===== config.mk =====
export PLATFORM = sky130hd
export DESIGN_NAME = kdp_front
export DESIGN_NICKNAME = d
export VERILOG_FILES = /design/src/sv/kdp_pkg.sv /design/src/sv/kdp_front.sv
export SDC_FILE = /design/constraint.sdc
export NUM_CORES = 1
export LEC_CHECK = 0
export ABC_AREA = 0
export BUFFER_PORTS_ARGS = -buffer_cell sky130_fd_sc_hd__buf_2
export CORE_MARGIN = 4
export CORE_UTILIZATION = 51
export CTS_CLUSTER_SIZE = 8
export DETAILED_ROUTE_END_ITERATION = 7
export MAX_ROUTING_LAYER = met4
export PLACE_DENSITY = 0.78
export SLEW_MARGIN = 10
export SYNTH_ARGS = -nofsm -noshare
export SYNTH_HDL_FRONTEND = slang
export SYNTH_SLANG_ARGS = --single-unit

===== constraint.sdc =====
create_clock -name clk -period 2.4 [get_ports clk]
set_input_delay 0.36 -clock clk [delete_from_list [all_inputs] [get_ports clk]]
set_output_delay 0.36 -clock clk [all_outputs]
set_load 0.03 [all_outputs]

===== src/sv/kdp_pkg.sv =====
package kdp_pkg;

  localparam int unsigned WEIGHT_W = 16;
  localparam int unsigned VALUE_W  = 16;
  localparam int unsigned BEST_W   = 32;
  localparam int unsigned CAP_W    = 8;

  // Front-to-back queue
  localparam int unsigned QDEPTH = 2;
  localparam int unsigned QPTR_W = $clog2(QDEPTH);
  localparam int unsigned QCNT_W = $clog2(QDEPTH + 1);

  // One classified object, as queued between front and back
  typedef struct packed {
    logic                start;  // clear the row before this object
    logic                heavy;  // weight beyond the row, no update
    logic [WEIGHT_W-1:0] weight;
    logic [VALUE_W-1:0]  value;
  } kdp_item_t;

  typedef enum logic [1:0] {
    ST_IDLE,
    ST_SWEEP,
    ST_DRAIN,
    ST_DONE
  } kdp_state_t;

endpackage


===== src/sv/kdp_front.sv =====
module kdp_front #(
  parameter int unsigned MAX_CAPACITY = 255
) (
  input  logic               clk,
  input  logic               rst_n,
  input  logic               in_tvalid,
  output logic               in_tready,
  input  logic [31:0]        in_tdata,
  input  logic               in_tuser,
  input  logic               init_busy,
  output logic               q_valid,
  output kdp_pkg::kdp_item_t q_item,
  input  logic               q_pop
);

  import kdp_pkg::*;

  kdp_item_t           q_mem_r [QDEPTH];
  logic [QPTR_W-1:0]   wr_ptr_r, wr_ptr_nxt;
  logic [QPTR_W-1:0]   rd_ptr_r, rd_ptr_nxt;
  logic [QCNT_W-1:0]   count_r, count_nxt;
  logic                push;
  kdp_item_t           cls_item;

  // Hold off new objects while the row is being cleared after reset
  assign in_tready = (count_r != QCNT_W'(QDEPTH)) && !init_busy;
  assign push      = in_tvalid && in_tready;

  // Classify: an object heavier than the whole row never updates anything
  always_comb begin
    cls_item.start  = in_tuser;
    cls_item.weight = in_tdata[WEIGHT_W-1:0];
    cls_item.value  = in_tdata[WEIGHT_W +: VALUE_W];
    cls_item.heavy  = in_tdata[WEIGHT_W-1:0] > WEIGHT_W'(MAX_CAPACITY);
  end

  always_comb begin
    wr_ptr_nxt = push ? wr_ptr_r + 1'b1 : wr_ptr_r;
    rd_ptr_nxt = q_pop ? rd_ptr_r + 1'b1 : rd_ptr_r;
    count_nxt  = count_r + QCNT_W'(push) - QCNT_W'(q_pop);
  end

  always_ff @(posedge clk) begin
    if (!rst_n) begin
      wr_ptr_r <= '0;
      rd_ptr_r <= '0;
      count_r  <= '0;
    end else begin
      wr_ptr_r <= wr_ptr_nxt;
      rd_ptr_r <= rd_ptr_nxt;
      count_r  <= count_nxt;
    end
  end

  always_ff @(posedge clk) begin
    if (push) begin
      q_mem_r[wr_ptr_r] <= cls_item;
    end
  end

  assign q_valid = (count_r != '0);
  assign q_item  = q_mem_r[rd_ptr_r];

endmodule


## Yosys cells after proc, flatten, opt, wreduce, memory -nomap -nowiden

Memories as Yosys holds them, arrays and structs flattened. A register that Yosys moved wholly into a read port is not among the register bits.
Cells that the tools add are included.
W data, S select, Z words.

- Bitwise gates (word level): 0
- Shift-type cells: 0
- Muxes and demuxes: 4
- Equal/unequal tests: 1
- Magnitude comparators: 1
- Div/mod/pow operators: 0
- $mul: 0
- $add $sub $neg: 4
- Reduce and logical (&&, ||, !) cells: 4

Operators with widths:

| cell | number |
|---|---|
| $gt A16 B8 Y1 const B | 1 |
| $mux W1 | 4 |
| $add A1 B1 Y1 const B | 2 |
| $add A2 B1 Y2 | 1 |
| $logic_and A1 B1 Y1 | 2 |
| $ne A2 B2 Y1 const B | 1 |
| $reduce_bool A2 Y1 | 1 |
| $sub A2 B1 Y2 | 1 |
| $logic_not A1 Y1 | 1 |

- Memories kept: 1
- Output and inout port bits: 36
- Latch bits: 0
- Logic and storage cells: 18
- Register bits after elaboration: 4
- Bits in writable memories: 68
- ROM bits: 0

Memory list:

| name | depth | bits a word | read ports | clocked after Yosys merged registers in | wr ports | line | RTL |
|---|---|---|---|---|---|---|---|
| q_mem_r | 2 | 34 | 1 | 1 | 1 | kdp_front.sv:18 | `kdp_item_t q_mem_r [QDEPTH];` |

## Longest topological paths before layout

Gate-level depths: netlist of the first run.

- Depth in word-level cells: 5
- Gate-level depth with buffers: 9

## Worst setup path before layout of the first run

No wires, ideal clock.

- Path type: reg-to-reg
- Start: register count_r[1]
- End: memory q_mem_r[1][0] in the netlist's numbering (enable)
- Buffers on the path: 0
- Arrival: 1875 ps
- Path slack: 131 ps
- Required time: 2006 ps
- Cell stages (with the launch flop): 4
- Cells stage by stage: dfxtp_1 -> nor2b_4 -> nor2_1 -> and3_1

- Cells in the longest elaborated chain, start to end: 5

Ends and longest elaborated chain:

| element | line | RTL |
|---|---|---|
| start: declaration | kdp_front.sv:21 | `logic [QCNT_W-1:0] count_r, count_nxt;` |
| start signal: assignment | kdp_front.sv:51 | `count_r <= count_nxt;` |
| $ne A2 B2 Y1 | kdp_front.sv:26 | `assign in_tready = (count_r != QCNT_W'(QDEPTH)) && !init_busy;` |
| $logic_and A1 B1 Y1 | kdp_front.sv:26 |  |
| net in_tready | kdp_front.sv:7 | `output logic in_tready,` |
| $logic_and A1 B1 Y1 | kdp_front.sv:27 | `assign push = in_tvalid && in_tready;` |
| $mux W1 | kdp_front.sv:56 | `if (push) begin` |
| $mux W1 (not written as such) | kdp_front.sv:57 | `q_mem_r[wr_ptr_r] <= cls_item;` |
| end: declaration | kdp_front.sv:18 |  |

The timed path passes the listed nets, and every way through them passes these cells.

==> results.md, run 1 <==
- Status: finished, final reports clean
- Routed via count: 1,460
- RR Startpoint: count_r[1]$_SDFF_PN0_
- Post-CTS Setup Bufs: 0
- Total Nets Final: 261
- Vias in the first global route: 1,523
- Hold-fix buffers, CTS: 0
- Final Max Slew Viols: 0
- Syn Area/Cell: 20.0 sq um
- Top cells by area, synth: edfxtp_1, mux2_2, dfxtp_1
- Initial antenna violation count: 0
- Area leader, netlist: edfxtp_1
- # rows: 26
- Total congestion overflow: 0
- Crit Path Class: flip-flop to output port
- Post-cts resize count: 0
- Drt drc: 0
- CP Buf/Inv Count: 2
- Seq cells post-synth: 73
- Clk_lat worst skew: 0.33 ns
- Delay of the slowest critical-path stage: 0.40 ns
- Leakage power: 1.29 nW
- Hold violation total from the final report: 0
- Synth cell count leaders: edfxtp_1, mux2_2, mux2_1, dfxtp_1, nor2_1
- Max-cap violations: 0
- Slew margin rel.: 0.706
- Cell Area, Synth: 2720 sq um
- Vias per cell: 4.93
- Ys Warns: 0
- Most frequent cell after synthesis: edfxtp_1
- Area Growth Syn to Fin: 23.4%
- CP delay by family, top: buffers and inverters
- Min-delay src: in_tdata[23]
- Iter 0 DRT Violations: 90
- Drt pass-1 iters: 4
- Post-Synthesis Net Count: 176
- CTS tree: yes
- Global-route wire length before repair: 7040 um
- Clk_skew: 0.00634 ns
- Actual slew at the worst max-slew pin: 0.441 ns
- Top Ports: 74
- Main synth FF type: edfxtp_1
- RSZ-0062 raised after global routing: no
- CP max FO: 34
- Max Fclk: 0.508 GHz
- Fin Hold WS: 0.213 ns
- Max IR drop VDD: 496 uV
- Power Dens Cells: 812 nW/um^2
- CP required: 2.04 ns
- Clk sinks: 73
- Final setup violation count: 0
- Tcrit/Tclk final: 0.820
- Post-route cell area: 3360 sq um
- CP cell instances: buf_4 -> mux2_2 -> buf_2
- Die Area: 6570 sq um
- Top cell type's share of synthesized area: 0.751
- Antenna cells: 0
- Arrival time worst endpoint: 1.61 ns
- Gr usage total: 0.154
- Ys async rst share: 0
- Number of synthesized flops with an enable pin: 68
- Die width: 81.0 um
- Pwr Total: 2.73 mW
- Post-DR wirelength/cell: 15.2 um
- Final critical-path setup slack: 0.432 ns
- Fillers: 385
- Final setup TNS: 0 ns
- Clock Path Buffers: 2
- H-Tree Depth: 3
- Core area: 5140 sq um
- Drt total wl: 4510 um
- Die H: 81.0 um
- Largest net degree at the start of global routing: 35
- IO Port Bufs: 73
- GP Congestion: 0.743
- Final Util: 0.653
- CP startpoint kind: flip-flop
- Crit path capture type: output port
- Post-synth cell types: 23
- Num CTS Buffers: 9
- Clk root buf: clkbuf_8
- Hold Path Class: input pin to flip-flop
- Final Non-Filler Cells: 296
- Placed Cells: 280
- Cell count after synthesis: 136
- Post-DRT Antenna Nets: 0
- Fin crit period: 1.97 ns
- Clock slew at reported path FFs: 0.07 ns
- HPWL after DPL: 3050 um
- Placed Instance Area: 3170 sq um
- Slowest-stage cell, CP: mux2_2
- Setup WS pre-CTS: 0.693 ns
- Share of layout cells above drive strength 1: 0.549
- Initial core utilization: 0.529
- Register area share after synthesis: 0.787
## placed cells by master (no fill, tap or decap), drive strengths merged, types with 2 or more instances in the layout
cell type | synthesis | routed
nor4 | 2 | 2
nand2 | 2 | 2
buf | 4 | 78
clkinv | 0 | 3
and2 | 2 | 2
mux2 | 34 | 34
inv | 3 | 3
ha | 2 | 2
dfxtp | 5 | 5
clkbuf | 0 | 13
edfxtp | 68 | 68
nor2 | 4 | 4
## layer usage
layer	vias up	global-route usage	wire, um
li1	692	-	-
met1	712	0.171	1790
met2	45	0.250	2380
met3	11	0.0443	247
met4	0	0.0878	95
met5	-	-	0
## area by class of cell
type,instances,area [sq um],area share
Clock buffer,13,169,0.0503
Clock inverter,3,15.0,0.00447
Inverter,3,11.3,0.00336
Multi-Input combinational cell,56,528,0.157
Sequential cell,73,2140,0.638
Tap cell,70,87.6,0.0261
Timing Repair Buffer,78,403,0.120
## path summary, 6_finish.rpt
kind / slack (ns) / depth (start not counted) / end
setup reg to reg: 0.70 / 9 / count_r[1]$_SDFF_PN0_
setup / recovery: 0.43 / 3 / q_item[15]
hold reg to reg: 0.52 / 2 / flip-flop
hold / removal: 0.21 / 1 / q_mem_r[0][7]$_DFFE_PP_
## registers in the layout, summed over array words and instances, names as in the netlist, named ones only
name and flops:
rd_ptr_r 1, q_mem_r 68, count_r 2, wr_ptr_r 1
## report_power, final
part | switching, mW | leakage [nW] | total [mW] | internal, mW
clock | 0.399 | 0.0992 | 0.854 | 0.455
combinational | 0.249 | 0.523 | 0.395 | 0.145
sequential | 0.0189 | 0.663 | 1.48 | 1.46
## worst register-to-register path, cell delays in order, from the launching register on
cell,delay (ns)
dfxtp_1,0.33
nor2b_4,0.13
nor2_1,0.15
nand2_1,0.08
ha_1,0.27
inv_1,0.04
ha_1,0.17
xor2_1,0.15
and2_2,0.19
nor3_1,0.11
## logic make-up after synthesis
family,share of synthesized area
AOI/OAI and AO/OA,0.00368
xor gates and xnor gates,0.00644
adders and majority gates,0.00920
buffers and inverters,0.0184
DFF,0.787
muxes,0.141
and+or+nand+nor,0.0340
Power figures use the tool's default switching activity.
==> run 2, diff against run 1 <==
--- a/config.mk
+++ b/config.mk
@@ -5,14 +5,14 @@
 export SDC_FILE = /design/constraint.sdc
 export NUM_CORES = 1
 export LEC_CHECK = 0
-export ABC_AREA = 0
+export ABC_AREA = 1
 export BUFFER_PORTS_ARGS = -buffer_cell sky130_fd_sc_hd__buf_2
 export CORE_MARGIN = 4
-export CORE_UTILIZATION = 51
+export CORE_UTILIZATION = 47
 export CTS_CLUSTER_SIZE = 8
 export DETAILED_ROUTE_END_ITERATION = 7
 export MAX_ROUTING_LAYER = met4
-export PLACE_DENSITY = 0.78
+export PLACE_DENSITY = 0.75
 export SLEW_MARGIN = 10
 export SYNTH_ARGS = -nofsm -noshare
 export SYNTH_HDL_FRONTEND = slang
==> constraint.sdc (replaced) <==
create_clock -name clk -period 1.8 [get_ports clk]
set_input_delay 0.27 -clock clk [delete_from_list [all_inputs] [get_ports clk]]
set_output_delay 0.27 -clock clk [all_outputs]
set_load 0.03 [all_outputs]
==> run 2 against run 1 <==
  * Wire length rose by 1.4%
  * Clock power rose by 43%
  * Cell count rose by 6.1%
  * Highest routed layer unchanged
  * Critical path depth did not move
  * Synthesized area rose by 5.8%
==> results.md, run 2 <==
- Status: finished, final reports clean
- Power Dens Cells: 1040 nW/um^2
- Syn Area/Cell: 19.3 sq um
- Max-cap violations: 0
- Hold violation total from the final report: 0
- Area Growth Syn to Fin: 23.2%
- Cell Int Power: 2.84 mW
- Post-Synthesis Net Count: 189
- Fillers: 454
- Most frequent cells in the layout: buf_2, edfxtp_1, mux2_4
- Top Ports: 74
- Most common cell after layout, fill and taps aside: buf_2
- Reg power frac: 0.532
- CP required: 1.53 ns
- Area leader, netlist: edfxtp_1
- Clk sinks: 73
- Drt total wl: 4570 um
- Clock Path Buffers: 2
- Total congestion overflow: 0
- Post-DRT Antenna Nets: 0
- R2R Setup Slk: 0.19 ns
- Die width: 86.3 um
- H-Tree Depth: 3
- Drt drc: 0
- Slew margin rel.: 0.830
- Max FFs per register: 68
- Final setup violation count: 0
- Iter 0 DRT Violations: 56
- Final Util: 0.599
- Clock Power Share: 0.330
- Seq cells post-synth: 73
- Top cell type's share of synthesized area: 0.709
- # rows: 28
- Post-DR wirelength/cell: 14.6 um
- Initial antenna violation count: 0
- Biggest register: q_mem_r
- Post-CTS Setup Bufs: 0
- Ys async rst share: 0
- Main synth FF type: edfxtp_1
- Most frequent cell after synthesis: edfxtp_1
- Vias per cell: 4.79
- GP Congestion: 0.682
- Psw: 0.857 mW
- Register area share after synthesis: 0.744
- Comb power frac: 0.139
- Cell count after synthesis: 149
- Pwr Total: 3.69 mW
- Cell Area, Synth: 2880 sq um
- HPWL after DPL: 3270 um
- Synth cell count leaders: edfxtp_1, mux2_4, inv_1, nand2_1, nor2_1
- Drt pass-1 iters: 4
- Total Nets Final: 274
- Vias in the first global route: 1,634
- Die H: 86.3 um
- Initial core utilization: 0.486
- CP max FO: 15
- Ys Warns: 0
- Arrival time worst endpoint: 1.45 ns
- Max IR drop VDD: 525 uV
- RSZ-0062 raised after global routing: no
- Num CTS Buffers: 9
- Antenna cells: 0
- Post-synth cell types: 13
- Crit Path Class: flip-flop to output port
- Number of synthesized flops with an enable pin: 68
- Largest registers: q_mem_r: 68 flops, count_r: 2 flops
- CTS tree: yes
- Routed via count: 1,504
- Hold Path Class: input pin to flip-flop
- Core area: 5920 sq um
- IO Port Bufs: 73
- Clk root buf: clkbuf_8
- Switch share: 0.232
- Tcrit/Tclk final: 0.953
- Fin crit period: 1.72 ns
- Final setup TNS: 0 ns
- Largest net degree at the start of global routing: 35
- Clk_lat worst skew: 0.32 ns
- CP startpoint kind: flip-flop
- Final Max Slew Viols: 0
- Global-route wire length before repair: 7380 um
- Die Area: 7440 sq um
- Clock slew at reported path FFs: 0.07 ns
- Leakage power: 1.45 nW
- Share of layout cells above drive strength 1: 0.540
- Top cells by area, synth: edfxtp_1, mux2_4, dfxtp_1
- Max Fclk: 0.583 GHz
- Crit path capture type: output port
- Actual slew at the worst max-slew pin: 0.255 ns
- Clk_skew: 0.00711 ns
- Gr usage total: 0.138
==> run 2: cell count changes after synthesis, sizes merged, moves of 2 or more <==
cell and delta:
nand2 +8, inv +7, nor2 +6, and2 -2, nand3 +2, nand4 +2, nor4 -2
==> run 2: cell type report <==
| class | instances | area [sq um] | area share |
|---|---|---|---|
| Sequential cell | 73 | 2140 | 0.604 |
| Multi-Input combinational cell | 62 | 636 | 0.179 |
| Timing Repair Buffer | 78 | 432 | 0.122 |
| Clock buffer | 15 | 196 | 0.0554 |
| Tap cell | 75 | 93.8 | 0.0265 |
| Inverter | 10 | 37.5 | 0.0106 |
| Clock inverter | 1 | 7.51 | 0.00212 |
==> run 2: power by group through the flow <==
stage	Clock, mW	Combinational, mW	Sequential, mW
floorplan	0	0.380	1.99
global placement	0	0.511	2.00
detailed placement	0	0.519	2.00
CTS	1.25	0.522	1.96
global route	1.35	0.552	1.97
finish	1.22	0.512	1.96
==> run 2: logic make-up (layout without fill, tap and decap cells) <==
family                     count (synthesis)  count (layout)  share of synthesized area
DFF                                       73              73                      0.744
muxes                                     34              34                      0.172
and+or+nand+nor                           24              24                     0.0339
buffers and inverters                     14             104                     0.0378
adders and majority gates                  2               2                    0.00869
AOI/OAI and AO/OA                          2               2                    0.00348
==> run 2: through the flow <==
| step | cells | hold WS [ns] | worst slack, ns | cell area (sq um) |
|---|---|---|---|---|
| 2_1_floorplan | 149 | 0.363 | 0.197 | 2890 |
| 3_3_place_gp | 298 | 0.458 | 0.293 | 3340 |
| 3_5_place_dp | 298 | 0.462 | 0.193 | 3340 |
| 4_1_cts | 314 | 0.111 | 0.0598 | 3550 |
| 5_1_grt | 314 | 0.103 | 0.00268 | 3550 |
| 6_report | 314 | 0.127 | 0.0848 | 3550 |
==> run 2: per-layer routing <==
| metal | part of all wire | track usage |
|---|---|---|
| met2 | 0.55 | 0.242 |
| met5 | 0 | - |
| met1 | 0.38 | 0.147 |
| met4 | 0.011 | 0.0510 |
| met3 | 0.063 | 0.0437 |
==> run 2: path summary, 6_finish.rpt <==
check                                                 to                  start  cells past startpoint
worst max-delay path                          q_item[30]              flip-flop                      3
worst min-delay path            q_mem_r[1][14]$_DFFE_PP_           in_tdata[30]                      1
worst max register to register     count_r[1]$_SDFF_PN0_  count_r[0]$_SDFF_PN0_                     10
worst min register to register                 flip-flop  rd_ptr_r$_SDFFE_PN0P_                      2
==> run 2: what timing repair did <==
item,4_1_cts,5_1_grt
hold buffers,0,0
endpoints found under the setup margin,2,0
gates resized for setup,1,0
==> run 2: worst max-delay path, cell delays in order (launching register included) <==
cell	delay (ns)
dfxtp_2	0.36
buf_6	0.22
mux2_2	0.36
buf_2	0.18
